==> src/grsr_pkg.sv <==
// Shared constants, codes and types for the grid spring relaxation unit.
// No dependencies; every other file refers to it by scoped names.
`timescale 1ns / 1ps
`default_nettype none

package grsr_pkg;

    // Field widths of the stream words.
    localparam int COORD_W    = 32;
    localparam int REST_W     = 32;
    localparam int NB_COUNT   = 8;
    localparam int IN_DATA_W  = 2 * COORD_W + NB_COUNT * REST_W;
    localparam int OUT_DATA_W = 2 * COORD_W;
    localparam int CFG_IDX_W  = 8;
    localparam int CFG_DATA_W = 32;
    localparam int SIZE_W     = 11;
    localparam int DAMP_W     = 16;
    localparam int DAMP_BITS  = 16;
    localparam int STEP_W     = 31;
    localparam int QUEUE_DEPTH = 4;

    // Item kinds carried in tuser.
    localparam logic OP_POINT = 1'b0;
    localparam logic OP_FLUSH = 1'b1;

    // Register indexes on the configuration channel.
    localparam logic [CFG_IDX_W-1:0] REG_DAMPING     = 8'd0;
    localparam logic [CFG_IDX_W-1:0] REG_STEP_LIMIT  = 8'd1;
    localparam logic [CFG_IDX_W-1:0] REG_GRID_WIDTH  = 8'd2;
    localparam logic [CFG_IDX_W-1:0] REG_GRID_HEIGHT = 8'd3;

    // Reset values of the registers.
    localparam logic [DAMP_W-1:0] DAMPING_RST    = 16'd3277;
    localparam logic [STEP_W-1:0] STEP_LIMIT_RST = 31'd65536;
    localparam int GRID_SIZE_RST = 1024;
    localparam int GRID_SIZE_MIN = 3;

    // Neighbour offsets along one axis.
    localparam logic [1:0] DIR_MINUS = 2'd0;
    localparam logic [1:0] DIR_ZERO  = 2'd1;
    localparam logic [1:0] DIR_PLUS  = 2'd2;

    // Neighbour order: up-left, up, down-left, down, up-right, down-right, left, right.
    localparam logic [1:0] NB_DX [NB_COUNT] = '{DIR_MINUS, DIR_ZERO, DIR_MINUS, DIR_ZERO,
                                                DIR_PLUS, DIR_PLUS, DIR_MINUS, DIR_PLUS};
    localparam logic [1:0] NB_DY [NB_COUNT] = '{DIR_MINUS, DIR_MINUS, DIR_PLUS, DIR_PLUS,
                                                DIR_MINUS, DIR_PLUS, DIR_ZERO, DIR_ZERO};

    typedef logic signed [COORD_W-1:0] coord_t;

    // Tuning values handed from the register bank to the arithmetic back end.
    typedef struct packed {
        logic [DAMP_W-1:0] damping;
        logic [STEP_W-1:0] step_limit;
    } tune_t;

    // Magnitude of a signed coordinate difference.
    function automatic logic [COORD_W-1:0] mag32(input coord_t x);
        logic [COORD_W:0] t;
        begin
            t = x[COORD_W-1] ? -{x[COORD_W-1], x} : {1'b0, x};
            return t[COORD_W-1:0];
        end
    endfunction

    // Saturate a 33-bit signed value into 32 bits.
    function automatic coord_t sat33(input logic signed [COORD_W:0] x);
        begin
            if (x[COORD_W] != x[COORD_W-1])
                return x[COORD_W] ? coord_t'({1'b1, {(COORD_W-1){1'b0}}})
                                  : coord_t'({1'b0, {(COORD_W-1){1'b1}}});
            return x[COORD_W-1:0];
        end
    endfunction

endpackage

`default_nettype wire

==> src/grsr_fifo.sv <==
// Short job queue between the front end and the arithmetic back end.
// Uses grsr_pkg for its depth.
`timescale 1ns / 1ps
`default_nettype none

module grsr_fifo #(
    parameter int W = 24
) (
    input  wire logic         clk,
    input  wire logic         rst_n,
    input  wire logic         push,
    input  wire logic [W-1:0] push_data,
    output logic              full,
    input  wire logic         pop,
    output logic              not_empty,
    output logic      [W-1:0] pop_data
);

    localparam int DEPTH = grsr_pkg::QUEUE_DEPTH;
    localparam int PW    = $clog2(DEPTH);
    localparam int CW    = $clog2(DEPTH + 1);

    logic [W-1:0]  slot_reg [DEPTH];
    logic [PW-1:0] wr_ptr_reg, wr_ptr_next;
    logic [PW-1:0] rd_ptr_reg, rd_ptr_next;
    logic [CW-1:0] count_reg, count_next;
    logic          do_push, do_pop;

    // Pointer and fill count update.
    always_comb
    begin
        do_push     = push && !full;
        do_pop      = pop && not_empty;
        wr_ptr_next = do_push ? wr_ptr_reg + PW'(1) : wr_ptr_reg;
        rd_ptr_next = do_pop ? rd_ptr_reg + PW'(1) : rd_ptr_reg;
        count_next  = count_reg;
        if (do_push && !do_pop)
        begin
            count_next = count_reg + CW'(1);
        end
        else if (do_pop && !do_push)
        begin
            count_next = count_reg - CW'(1);
        end
    end

    always_ff @(posedge clk or negedge rst_n)
    begin
        if (!rst_n)
        begin
            wr_ptr_reg <= '0;
            rd_ptr_reg <= '0;
            count_reg  <= '0;
        end
        else
        begin
            wr_ptr_reg <= wr_ptr_next;
            rd_ptr_reg <= rd_ptr_next;
            count_reg  <= count_next;
        end
    end

    // Queue storage.
    always_ff @(posedge clk)
    begin
        if (do_push)
        begin
            slot_reg[wr_ptr_reg] <= push_data;
        end
    end

    assign full      = (count_reg == CW'(DEPTH));
    assign not_empty = (count_reg != '0);
    assign pop_data  = slot_reg[rd_ptr_reg];

endmodule

`default_nettype wire

==> config.mk <==
export PLATFORM = sky130hd
export DESIGN_NAME = grsr_fifo
export DESIGN_NICKNAME = d
export VERILOG_FILES = /design/src/grsr_pkg.sv /design/src/grsr_fifo.sv
export SDC_FILE = /design/constraint.sdc
export NUM_CORES = 1
export LEC_CHECK = 0
export BUFFER_PORTS_ARGS = -buffer_cell sky130_fd_sc_hd__buf_4
export CORE_MARGIN = 2
export CORE_UTILIZATION = 30
export CTS_CLUSTER_SIZE = 20
export DETAILED_ROUTE_END_ITERATION = 8
export SLEW_MARGIN = 15
export SYNTH_ARGS = -nofsm -noshare
export SYNTH_HDL_FRONTEND = slang
export SYNTH_SLANG_ARGS = --single-unit
==> constraint.sdc <==
create_clock -name clk -period 4.6 [get_ports clk]
set_input_delay 1.15 -clock clk [delete_from_list [all_inputs] [get_ports clk]]
set_output_delay 1.15 -clock clk [all_outputs]
set_load 0.05 [all_outputs]
==> flow_summary_export.csv <==
group,metric,value,unit
placement,pre_cts_ws,1.62,ns
finish,largest_reg_flops,96,
sta,max_slew.worst_pin.slew,0.858,ns
yosys,syn_area_per_cell,24.5,um2
clocking,clkTransAtPathRegs,0.06,ns
route,wl,6810,um
yosys,synth_edf_count,96,
setup_path,criticalPathCategory,"flop to output port",
setup_path,cp-startpoint,"rd_ptr_reg[0]",
grt,grt_pass1_wl,10800,um
floorplanning,start_util,0.310,
placement,globalplace.congestion,0.652,
route,antenna_left,0,
finish,antenna_cells,0,
finish,fillCellCount,1182,
finish,final_util,0.380,
hold_path,hold_end,"count_reg[2]",
setup_path,r2r-start,"count_reg[2]",
hold_path,hold_class,"flop to flop",
sta,slew_headroom,0.428,
grt,first_global_vias,1904,
grt,antenna_found_initial,0,
setup_path,worstReg2RegEnd,"slot_reg[2][8]",
pwr,p_leak,1.69,nW
hold_path,min_from,"count_reg[2]",
clocking,cts_buffers,9,
setup_path,rrSetupSlack,2.37,ns
setup_path,worstPathMaxFanout,26,
finish,multi_input_area,798,um2
route,route.vias.total,1720,
finish,num-nets-final,258,
setup_path,worstPathArrival,2.13,ns
sta,skew,0.00786,ns
route,first_iter_violations,95,
placement,hpwl,4580,um
floorplanning,fp-row-count,41,
status,outcome,"complete, no violations",
sta,rsz0062_at_grt,"false",
floorplanning,io_pins,54,
clocking,clockRootBuffer,"clkbuf_16",
clocking,ctsResizeCount,0,
clocking,clock_path_buffers,2,
clocking,hold_buffers,0,
clocking,clock_sinks,103,
setup_path,rr_worst_depth,4,
yosys,seq_area_frac_synth,0.775,
floorplanning,die_height,119,um
floorplanning,die_area,14100,um2
flow_run,drv_cap,0,
yosys,async_reset_ff_frac,0.0680,
grt,grt_max_degree,27,
sta,drv_slew,0,
clocking,cts_setup_buffers,0,
setup_path,critPathRequiredTime,3.45,ns
route,drt_pre_antenna_iters,4,
sta,tns,0,ns
yosys,syn-instance-count,161,
clocking,tritoncts,"done",
setup_path,critPathLaunchType,"flop",
pwr,peakVddDrop,0.247,mV
hold_path,min_delay_path_depth,1,
sta,fmax,0.305,GHz
yosys,synth_top_flop_cell,"edfxtp_1",
route,drc,0,
sta,fin_crit,3.28,ns
grt,grt_overflow_total,0,
route,wire_per_inst,17.0,um
floorplanning,die_w,119,um
sta,finalCritPeriodShare,0.713,
route,viasPerCell,4.29,
floorplanning,coreArea,12700,um2
yosys,synth_nets,195,
setup_path,cp-end-kind,"output port",
sta,setup_violations,0,
placement,portBuffers,53,
yosys,syn-cell-area,3950,um2
clocking,clkLatencyLatePin,0.34,ns
grt,track_usage,0.106,
sta,hold_violations,0,
finish,seq_area,3060,um2
yosys,ys.warnings.count,0,
finish,syn_to_final_growth,22.5,%
finish,drive_gt1_frac,0.424,
yosys,synth.distinct_cells,21,
pwr,power_density,724,nW/um2
yosys,ys_ff_latch,103,
clocking,cts-htree-levels,3,
sta,worst_slack,1.32,ns
layer usage:
metal  GRT usage  part of all wire
met2       0.168              0.50
met3      0.0444             0.060
met1       0.128              0.42
met4      0.0446             0.014
met5           0                 0
per-stage QoR:
stage | total power, mW | instances | area (um2) | hold slack, ns
detailed placement | 2.80 | 385 | 4530 | 0.484
CTS | 3.56 | 401 | 4830 | 0.505
global route | 3.67 | 401 | 4830 | 0.543
floorplan | 2.43 | 161 | 3950 | 0.464
finish | 3.50 | 401 | 4830 | 0.498
global placement | 2.78 | 385 | 4530 | 0.484
Yosys cell counts (2+ instances only):
cell type | count | share of area
and2_1 | 4 | 0.0063
buf_12 | 2 | 0.010
buf_2 | 3 | 0.0038
buf_6 | 2 | 0.0057
dfrtp_1 | 7 | 0.044
edfxtp_1 | 96 | 0.73
ha_1 | 5 | 0.016
inv_1 | 3 | 0.0029
mux4_1 | 6 | 0.040
mux4_2 | 18 | 0.10
xnor2_1 | 4 | 0.0089
xor2_1 | 2 | 0.0044
worst max-delay path, stage by stage, from the launching register on:
cell     delay, ns
dfrtp_2       0.93
mux4_1        0.64
buf_4         0.20
where the power goes:
group	total, mW	internal, mW	switching (mW)
sequential	1.41	1.25	0.160
combinational	1.34	0.512	0.828
clock	0.752	0.428	0.324
worst max path at each step:
stage,depth (start not counted),to
5_1_grt,2,pop_data[23]
2_1_floorplan,6,count_reg[1]
6_report,2,pop_data[16]
4_1_cts,2,pop_data[16]
3_3_place_gp,2,pop_data[16]
3_5_place_dp,4,slot_reg[2][21]
area by class of cell:
cell class                      count  area share
Sequential cell                   103       0.633
Timing Repair Buffer               59      0.0917
Inverter                            3     0.00233
Clock inverter                      7      0.0166
Clock buffer                        9      0.0466
Multi-Input combinational cell     48       0.165
Tap cell                          172      0.0445
kinds of logic after synthesis:
group	synth area share
mux	0.149
buf+inv	0.0225
flops	0.775
fa+ha+maj	0.0209
simple gates	0.0187
xor+xnor	0.0133
cells in the final DEF, fill, tap and decap left out, types with 2 or more instances in the layout:
master and n:
clkbuf_16 9, dfrtp_1 6, buf_4 59, xnor2_1 4, inv_1 3, mux4_2 18
ha_1 5, and2_1 4, edfxtp_1 96, mux4_1 6, clkinv_4 3, xor2_1 2
No activity file was read; power rests on OpenSTA's default activity.
