$ cat config.mk
export PLATFORM = sky130hd
export DESIGN_NAME = grsr_front
export DESIGN_NICKNAME = d
export VERILOG_FILES = /design/src/grsr_pkg.sv /design/src/grsr_front.sv
export SDC_FILE = /design/constraint.sdc
export NUM_CORES = 1
export LEC_CHECK = 0
export BUFFER_PORTS_ARGS = -buffer_cell sky130_fd_sc_hd__buf_2
export CORE_AREA = 2 2 279 281
export DETAILED_ROUTE_END_ITERATION = 8
export DIE_AREA = 0 0 281 283
export PLACE_DENSITY = 0.37
export SKIP_CTS_REPAIR_TIMING = 1
export SLEW_MARGIN = 15
export SYNTH_ARGS = -nofsm -noshare
export SYNTH_HDL_FRONTEND = slang
export SYNTH_SLANG_ARGS = --single-unit
export TNS_END_PERCENT = 30
$ cat constraint.sdc
create_clock -name clk -period 7.8 [get_ports clk]
set_clock_uncertainty 0.15 [all_clocks]
set_input_delay 2.34 -clock clk [delete_from_list [all_inputs] [get_ports clk]]
set_output_delay 2.34 -clock clk [all_outputs]
set_load 0.02 [all_outputs]
$ cat src/grsr_pkg.sv
// Shared constants, codes and types for the grid spring relaxation unit.
// No dependencies; every other file refers to it by scoped names.
`timescale 1ns / 1ps
`default_nettype none

package grsr_pkg;

    // Field widths of the stream words.
    localparam int COORD_W    = 32;
    localparam int REST_W     = 32;
    localparam int NB_COUNT   = 8;
    localparam int IN_DATA_W  = 2 * COORD_W + NB_COUNT * REST_W;
    localparam int OUT_DATA_W = 2 * COORD_W;
    localparam int CFG_IDX_W  = 8;
    localparam int CFG_DATA_W = 32;
    localparam int SIZE_W     = 11;
    localparam int DAMP_W     = 16;
    localparam int DAMP_BITS  = 16;
    localparam int STEP_W     = 31;
    localparam int QUEUE_DEPTH = 4;

    // Item kinds carried in tuser.
    localparam logic OP_POINT = 1'b0;
    localparam logic OP_FLUSH = 1'b1;

    // Register indexes on the configuration channel.
    localparam logic [CFG_IDX_W-1:0] REG_DAMPING     = 8'd0;
    localparam logic [CFG_IDX_W-1:0] REG_STEP_LIMIT  = 8'd1;
    localparam logic [CFG_IDX_W-1:0] REG_GRID_WIDTH  = 8'd2;
    localparam logic [CFG_IDX_W-1:0] REG_GRID_HEIGHT = 8'd3;

    // Reset values of the registers.
    localparam logic [DAMP_W-1:0] DAMPING_RST    = 16'd3277;
    localparam logic [STEP_W-1:0] STEP_LIMIT_RST = 31'd65536;
    localparam int GRID_SIZE_RST = 1024;
    localparam int GRID_SIZE_MIN = 3;

    // Neighbour offsets along one axis.
    localparam logic [1:0] DIR_MINUS = 2'd0;
    localparam logic [1:0] DIR_ZERO  = 2'd1;
    localparam logic [1:0] DIR_PLUS  = 2'd2;

    // Neighbour order: up-left, up, down-left, down, up-right, down-right, left, right.
    localparam logic [1:0] NB_DX [NB_COUNT] = '{DIR_MINUS, DIR_ZERO, DIR_MINUS, DIR_ZERO,
                                                DIR_PLUS, DIR_PLUS, DIR_MINUS, DIR_PLUS};
    localparam logic [1:0] NB_DY [NB_COUNT] = '{DIR_MINUS, DIR_MINUS, DIR_PLUS, DIR_PLUS,
                                                DIR_MINUS, DIR_PLUS, DIR_ZERO, DIR_ZERO};

    typedef logic signed [COORD_W-1:0] coord_t;

    // Tuning values handed from the register bank to the arithmetic back end.
    typedef struct packed {
        logic [DAMP_W-1:0] damping;
        logic [STEP_W-1:0] step_limit;
    } tune_t;

    // Magnitude of a signed coordinate difference.
    function automatic logic [COORD_W-1:0] mag32(input coord_t x);
        logic [COORD_W:0] t;
        begin
            t = x[COORD_W-1] ? -{x[COORD_W-1], x} : {1'b0, x};
            return t[COORD_W-1:0];
        end
    endfunction

    // Saturate a 33-bit signed value into 32 bits.
    function automatic coord_t sat33(input logic signed [COORD_W:0] x);
        begin
            if (x[COORD_W] != x[COORD_W-1])
                return x[COORD_W] ? coord_t'({1'b1, {(COORD_W-1){1'b0}}})
                                  : coord_t'({1'b0, {(COORD_W-1){1'b1}}});
            return x[COORD_W-1:0];
        end
    endfunction

endpackage

`default_nettype wire

$ cat src/grsr_front.sv
// Front end: accepts words, stores points in the line stores and queues jobs.
// Uses grsr_pkg for item kinds and field widths.
`timescale 1ns / 1ps
`default_nettype none

module grsr_front #(
    parameter int GW = 11,
    parameter int NW = 21,
    parameter int XW = 10,
    parameter int YW = 10,
    parameter int AW = 12,
    parameter int JW = 33
) (
    input  wire logic                                          clk,
    input  wire logic                                          rst_n,
    input  wire logic                                          s_valid,
    output logic                                               s_ready,
    input  wire logic                                          s_op,
    input  wire logic [2*grsr_pkg::COORD_W-1:0]                s_coords,
    input  wire logic [grsr_pkg::NB_COUNT*grsr_pkg::REST_W-1:0] s_rests,
    input  wire logic                                          restart,
    input  wire logic [GW-1:0]                                 grid_w,
    input  wire logic [NW-1:0]                                 total,
    output logic                                               wr_en,
    output logic      [AW-1:0]                                 wr_addr,
    output logic      [2*grsr_pkg::COORD_W-1:0]                wr_coord,
    output logic      [grsr_pkg::NB_COUNT*grsr_pkg::REST_W-1:0] wr_rest,
    output logic                                               job_push,
    output logic      [JW-1:0]                                 job_data,
    input  wire logic                                          job_full
);

    localparam int SW = (NW > AW) ? NW : AW;

    logic [NW-1:0] n_reg, n_next;
    logic [NW-1:0] op_reg, op_next;
    logic          done_reg, done_next;
    logic [XW-1:0] ox_reg, ox_next;
    logic [YW-1:0] oy_reg, oy_next;
    logic [SW-1:0] n_ext, op_ext;
    logic          take, is_point, is_flush, emit, last;

    // Classify the word and advance the input and output positions.
    always_comb
    begin
        take     = s_valid && s_ready;
        n_ext    = SW'(n_reg);
        op_ext   = SW'(op_reg);
        is_point = take && (s_op == grsr_pkg::OP_POINT) && !done_reg;
        is_flush = take && (s_op == grsr_pkg::OP_FLUSH) && done_reg && (op_reg < total);
        emit     = (is_point && (n_reg >= (NW'(grid_w) + NW'(1)))) || is_flush;
        last     = is_flush && ((op_reg + NW'(1)) == total);
        n_next    = n_reg;
        op_next   = op_reg;
        done_next = done_reg;
        ox_next   = ox_reg;
        oy_next   = oy_reg;
        if (is_point)
        begin
            n_next = n_reg + NW'(1);
            if ((n_reg + NW'(1)) == total)
            begin
                done_next = 1'b1;
            end
        end
        if (emit)
        begin
            op_next = op_reg + NW'(1);
            if ((GW'(ox_reg) + GW'(1)) == grid_w)
            begin
                ox_next = '0;
                oy_next = oy_reg + YW'(1);
            end
            else
            begin
                ox_next = ox_reg + XW'(1);
            end
        end
        if (last || restart)
        begin
            n_next    = '0;
            op_next   = '0;
            done_next = 1'b0;
            ox_next   = '0;
            oy_next   = '0;
        end
    end

    always_ff @(posedge clk or negedge rst_n)
    begin
        if (!rst_n)
        begin
            n_reg    <= '0;
            op_reg   <= '0;
            done_reg <= 1'b0;
            ox_reg   <= '0;
            oy_reg   <= '0;
        end
        else
        begin
            n_reg    <= n_next;
            op_reg   <= op_next;
            done_reg <= done_next;
            ox_reg   <= ox_next;
            oy_reg   <= oy_next;
        end
    end

    // A word is taken only while the queue has room for the job it may cause.
    assign s_ready  = !job_full;
    assign wr_en    = is_point;
    assign wr_addr  = n_ext[AW-1:0];
    assign wr_coord = s_coords;
    assign wr_rest  = s_rests;
    assign job_push = emit;
    assign job_data = {op_ext[AW-1:0], ox_reg, oy_reg, last};

endmodule

`default_nettype wire

==> results of run 1 <==
## worst max-delay path: cells and delay by family
| family | cells | cell delay [ns] |
|---|---|---|
| and+or+nand+nor | 4 | 1.49 |
| buffers and inverters | 4 | 0.56 |
| AOI/OAI and AO/OA | 2 | 0.20 |
| adders and majority gates | 1 | 0.30 |
## cell usage in the layout (no fill, tap or decap), drive strengths merged, types with 2 or more instances in the layout
cell type	n
buf	93
nor2	92
xnor2	71
dfrtp	63
xor2	61
nand2	55
ha	38
nand3	34
inv	32
o21ai	29
nand4	25
a21oi	23
and3	18
nor3	17
nor4	11
clkbuf	10
mux2i	9
nor2b	6
and4	5
nand3b	5
or3	4
clkinv	4
a31oi	3
and2	3
a2111oi	3
diode	2
nand2b	2
nor3b	2
a21o	2
or2	2
o211ai	2
a41oi	2
a22oi	2
## power groups by stage
stage / Clock (mW) / Sequential, mW / Combinational, mW
floorplan: 0 / 0.334 / 0.289
global placement: 0 / 0.334 / 0.0907
detailed placement: 0 / 0.334 / 0.0911
CTS: 0.432 / 0.328 / 0.0917
global route: 0.446 / 0.328 / 0.101
finish: 0.413 / 0.328 / 0.0889
## layer usage
layer,GRT usage,share of wire
met1,0.0771,0.38
met2,0.105,0.42
met3,0.0428,0.13
met4,0.0417,0.056
met5,0.0104,0.0084
## final timing paths
| path | startpoint | end | slack, ns |
|---|---|---|---|
| hold / removal | done_reg$_DFFE_PN0P_ | done_reg$_DFFE_PN0P_ | 0.37 |
| max in group asynchronous | rst_n | n_ext[8]$_DFFE_PN0P_ | 4.84 |
| setup reg to reg | op_ext[0]$_DFFE_PN0P_ | op_ext[0]$_DFFE_PN0P_ | 3.64 |
| setup / recovery | total[18] | job_data[0] | 0.41 |
| min in group asynchronous | rst_n | oy_reg[2]$_DFFE_PN0P_ | 2.03 |
| hold reg to reg | done_reg$_DFFE_PN0P_ | done_reg$_DFFE_PN0P_ | 0.37 |
## through the flow
stage / instances / power [mW] / utilization / setup WS [ns] / area, um^2
after floorplan: 1012 / 0.623 / - / 0.658 / 8070
after global placement: 1772 / 0.425 / 0.0927 / 0.285 / 7110
after detailed placement: 1772 / 0.425 / 0.0927 / 0.299 / 7110
after CTS: 1788 / 0.851 / 0.0965 / 0.306 / 7400
after global routing: 1788 / 0.875 / 0.0965 / 0.0603 / 7400
final: 1790 / 0.830 / 0.0966 / 0.408 / 7410
## final cells by class
cell class              count  area share
flip-flops and latches     63       0.213
multi-input cells         544       0.490
clock buffers              10      0.0309
well taps                1040       0.176
repair buffers             93      0.0655
inverters                  32      0.0162
clock inverters             6     0.00828
diodes                      2    0.000676
## cell families (layout without fill, tap and decap cells)
logic type	Yosys count	after routing	share of synthesized area
other	0	2	0
adders and majority gates	38	38	0.0589
buffers and inverters	405	141	0.355
xor gates and xnor gates	132	132	0.143
DFF	63	63	0.195
muxes	9	9	0.0112
and+or+nand+nor	287	287	0.177
AOI/OAI and AO/OA	78	78	0.0592
==> run summary, run 1 <==
total CTS buffers -> 9
RSZ-0062 raised after global routing -> no
Final Max Tran Viols -> 0
internal power -> 0.607 mW
largest area contributor in the netlist -> buf_4
sequential share of power -> 0.395
Max Clk Rate -> 135 MHz
Comb pwr share -> 0.107
total clock sinks -> 63
relative slew slack -> 0.394
top-area cell type share of the netlist area -> 0.322
Placer Congestion -> 0.790
htree depth -> 3
crit-path max FO -> 5
crit start category -> input port
drt first pass iters -> 5
full die area -> 79500 um^2
sw power -> 0.224 mW
Clk pwr share -> 0.498
synthesized instance count -> 1012
maxcap violations -> 0
total gr overflow -> 0
count leader, synth -> buf_4
TritonCTS clock tree -> yes
initial antenna violation count -> 20
Setup-failing EPs final -> 0
Worst VDD drop -> 0.0859 mV
synth top area cells -> buf_4 (32%), dfrtp_1 (20%), xnor2_1 (7.7%), xor2_1 (6.6%), ha_1 (5.9%)
clock-pin slew on the worst setup and hold paths -> 0.06 ns
Max Root-Sink Buffers -> 2
critical path, cell by cell -> buf_2 > inv_1 > ha_1 > a21oi_1 > o21ai_1 > nor4_1 > nand3_1 > or4_1 > nor4_2 > buf_4 > buf_2
Hold Vio Cnt, Final -> 0
Hold Path Depth -> 1
hpwl dp -> 23.7 mm
capturing element type of the critical path -> output port
most frequent cells after synthesis -> buf_4 (346), nor2_1 (92), xnor2_1 (71)
vias in the first global route -> 5659
Power Dens Cells -> 112 nW/um^2
#FFs+latches synth -> 63
Tmin final -> 7.39 ns
Total GRT Usage -> 0.0712
largest net degree at the start of global routing -> 64
I/O Buffers -> 85
Sw Ratio -> 0.269
Post-synth EDFFs -> 0
root buf cell -> clkbuf_16
share of post-route cells with drive strength above 1 -> 0.152
total I/O pin count -> 726
Chip Height -> 283 um
synthesis-to-layout area growth -> -8.25%
Crit Path Category -> input port to output port
outcome -> completed
DRC Markers -> 0
setup_tns -> 0 ns
DR iter-0 viols -> 258
starting density of the core -> 0.105
Ys Warns -> 0
Arr. time, crit path -> 4.90 ns
CP max-delay cell -> or4_1
WHS -> 0.374 ns
syn_nets -> 1408
vias -> 5546
clk_lat worst skew -> 0.34 ns
Mapped Area -> 8070 um^2
post-synth cell types -> 58
routed wire length -> 29.1 mm
Seq. cell area -> 1580 um^2
Nets -> 1139
Worst-Margin Slew -> 0.910 ns
fillers -> 8960
multi-input logic area -> 3630 um^2
row count -> 102
hold crit path type -> register to register
ANT nets after route -> 0
WP data required -> 5.31 ns
Worst Reg-to-Reg Cells -> 11
CP peak stage delay -> 0.58 ns
predominant post-synthesis flop cell -> dfrtp_1
placeable core area -> 76700 um^2
Tcrit/Tclk final -> 0.948
WL/cell -> 16.2 um
most used cell, CP -> buf_2
syn_area_per_cell -> 7.98 um^2
first-pass GRT wire length -> 41.2 mm
Leak -> 2.92 nW
Seq/Total Area, Yosys -> 0.195
Die W -> 281 um
via density per instance -> 3.10
Async SR Flop Fraction -> 1.00
Note: power is estimated with default switching activity, not from simulation.
==> run 2: changes to the inputs <==
--- a/config.mk
+++ b/config.mk
@@ -6,10 +6,12 @@
 export NUM_CORES = 1
 export LEC_CHECK = 0
 export BUFFER_PORTS_ARGS = -buffer_cell sky130_fd_sc_hd__buf_2
-export CORE_AREA = 2 2 279 281
+export CELL_PAD_IN_SITES_DETAIL_PLACEMENT = 1
+export CELL_PAD_IN_SITES_GLOBAL_PLACEMENT = 2
+export CORE_AREA = 2 2 281 283
 export DETAILED_ROUTE_END_ITERATION = 8
-export DIE_AREA = 0 0 281 283
-export PLACE_DENSITY = 0.37
+export DIE_AREA = 0 0 283 285
+export PLACE_DENSITY = 0.57
 export SKIP_CTS_REPAIR_TIMING = 1
 export SLEW_MARGIN = 15
 export SYNTH_ARGS = -nofsm -noshare
==> run 2 against run 1 <==
Against the previous run:
- largest cell class unchanged
- clock power up 11%
- combinational power up 1%
- global-route usage up 0.30 points
- largest power group unchanged
==> run summary, run 2 (synthesized netlist as in run 1, its figures left out) <==
Worst Min Path Start -> done_reg$_DFFE_PN0P_
M1 GR Usage -> 0.0799 (+0.00287)
gr busiest metal -> met2
total gr overflow -> 0 (unchanged)
final instance area -> 7450 um^2 (+0.54%)
CP Buf/Inv Count -> 4 (unchanged)
reg-to-reg setup timing slack -> 3.49 ns (-0.15 ns)
GR Util met3 -> 0.0414 (-0.00136)
largest net degree at the start of global routing -> 59 (-7.8%)
clock-pin slew on the worst setup and hold paths -> 0.07 ns (about the same)
Largest delay share family, worst path -> simple AND/OR/NAND/NOR gates
ANT nets after route -> 0 (unchanged)
initial antenna violation count -> 14 (-30%)
TritonCTS clock tree -> yes
Chip Height -> 285 um (+0.71%)
total CTS buffers -> 9 (unchanged)
vias in the first global route -> 6022 (+6.4%)
WP data required -> 5.31 ns (about the same)
capturing element type of the critical path -> output port
root buf cell -> clkbuf_16
hold crit path type -> register to register
placement-stage cell area -> 7120 um^2 (+0.18%)
fillers -> 9290 (+3.7%)
final core occ -> 0.0955 (-0.00106)
vias -> 5554 (+0.14%)
Nets -> 1139 (unchanged)
relative slew slack -> 0.388 (-0.00553)
clk_lat worst skew -> 0.36 ns (+0.02 ns)
Final Max Tran Viols -> 0 (unchanged)
htree depth -> 3 (unchanged)
Worst-Margin Slew -> 0.918 ns (+0.00830 ns)
row count -> 103 (+0.98%)
DRC Markers -> 0 (unchanged)
DR iter-0 viols -> 165 (-36%)
drt first pass iters -> 4 (-1)
Leak -> 2.94 nW (+0.44%)
placeable core area -> 78000 um^2 (+1.7%)
Hold Path Depth -> 1 (unchanged)
Tcrit/Tclk final -> 0.955 (+0.00724)
setup_tns -> 0 ns (unchanged)
Max Root-Sink Buffers -> 2 (unchanged)
Tmin final -> 7.45 ns (+0.0565 ns)
crit start category -> input port
CP startpoint -> total[18]
full die area -> 80700 um^2 (+1.4%)
outcome -> completed
R2R Path Start -> op_ext[1]$_DFFE_PN0P_
CP max-delay cell -> or4_1
WHS -> 0.382 ns (+0.00761 ns)
Die W -> 283 um (+0.71%)
Placer Congestion -> 0.755 (-4.4%)
GR Layer Usage met2 -> 0.113 (+0.00750)
Hold Path Sink -> done_reg$_DFFE_PN0P_
Worst Reg-to-Reg Cells -> 11 (unchanged)
Setup-failing EPs final -> 0 (unchanged)
Worst VDD drop -> 0.102 mV (+18%)
via density per instance -> 3.09 (-0.30%)
routed wire length -> 30.2 mm (+4.1%)
Arr. time, crit path -> 4.96 ns (+0.06 ns)
WL/cell -> 16.8 um (+3.6%)
CP peak stage delay -> 0.57 ns (about the same)
I/O Buffers -> 85 (unchanged)
first-pass GRT wire length -> 43.3 mm (+5.3%)
total I/O pin count -> 726 (unchanged)
most frequent cells in the layout -> nor2_1 (92), buf_2 (85), xnor2_1 (71)
critical path, cell by cell -> buf_2 > inv_1 > ha_1 > a21oi_1 > o21ai_1 > nor4_1 > nand3_1 > or4_1 > nor4_2 > buf_4 > buf_2
commonest non-fill, non-tap cell in the layout -> nor2_1
Tot Pwr -> 0.879 mW (+5.8%)
Total GRT Usage -> 0.0742 (+0.00301)
Max Clk Rate -> 134 MHz (-0.76%)
starting density of the core -> 0.104 (-0.00171)
total clock sinks -> 63 (unchanged)
RSZ-0062 raised after global routing -> no
maxcap violations -> 0 (unchanged)
Hold Vio Cnt, Final -> 0 (unchanged)
Crit Path Category -> input port to output port
hpwl dp -> 25.0 mm (+5.1%)
crit-path max FO -> 5 (unchanged)
r2r endpoint -> oy_reg[0]$_DFFE_PN0P_
most used cell, CP -> buf_2
synthesis-to-layout area growth -> -7.75%
Power Dens Cells -> 118 nW/um^2 (+5.2%)
share of post-route cells with drive strength above 1 -> 0.153 (+0.000204)
## run 2: worst max-delay path by stage
stage	to	slack, ns	cells after the start
6_report	job_data[0]	0.35	11
5_1_grt	job_data[0]	0.11	11
4_1_cts	job_data[0]	0.29	11
3_5_place_dp	job_data[0]	0.29	11
3_3_place_gp	job_data[0]	0.32	11
2_1_floorplan	job_push	0.66	13
## run 2: cell type report
class / instances / area, um^2 / share of cell area
Clock inverter: 5 / 81.3 / 0.0109
Inverter: 32 / 120 / 0.0161
Tap cell: 1050 / 1310 / 0.176
Multi-Input combinational cell: 544 / 3630 / 0.487
Antenna cell: 1 / 2.50 / 0.000336
Sequential cell: 63 / 1580 / 0.212
Clock buffer: 10 / 239 / 0.0321
Timing Repair Buffer: 93 / 485 / 0.0652
## run 2: layer usage
layer  up-vias  routed length [um]
met1      2605               11500
li1       2450                   -
met3       156                3610
met5         -                 205
met4        20                1640
met2       323               13300
## run 2: worst reg2reg max path: cells and delay by family (launching register included)
family                     cells  cell delay, ns
buffers and inverters          2            0.61
muxes                          2            0.35
and+or+nand+nor                6            2.32
DFF                            1            0.47
adders and majority gates      1            0.28
## run 2: per-stage QoR
stage,setup WS [ns],cells
finish,0.352,1798
global route,0.108,1798
CTS,0.288,1797
detailed placement,0.292,1782
global placement,0.320,1782
floorplan,0.658,1012
## run 2: where the power goes
group          total (mW)  switching [mW]  internal [mW]
clock               0.460           0.173          0.288
sequential          0.328        0.000901          0.327
combinational      0.0902          0.0576         0.0326
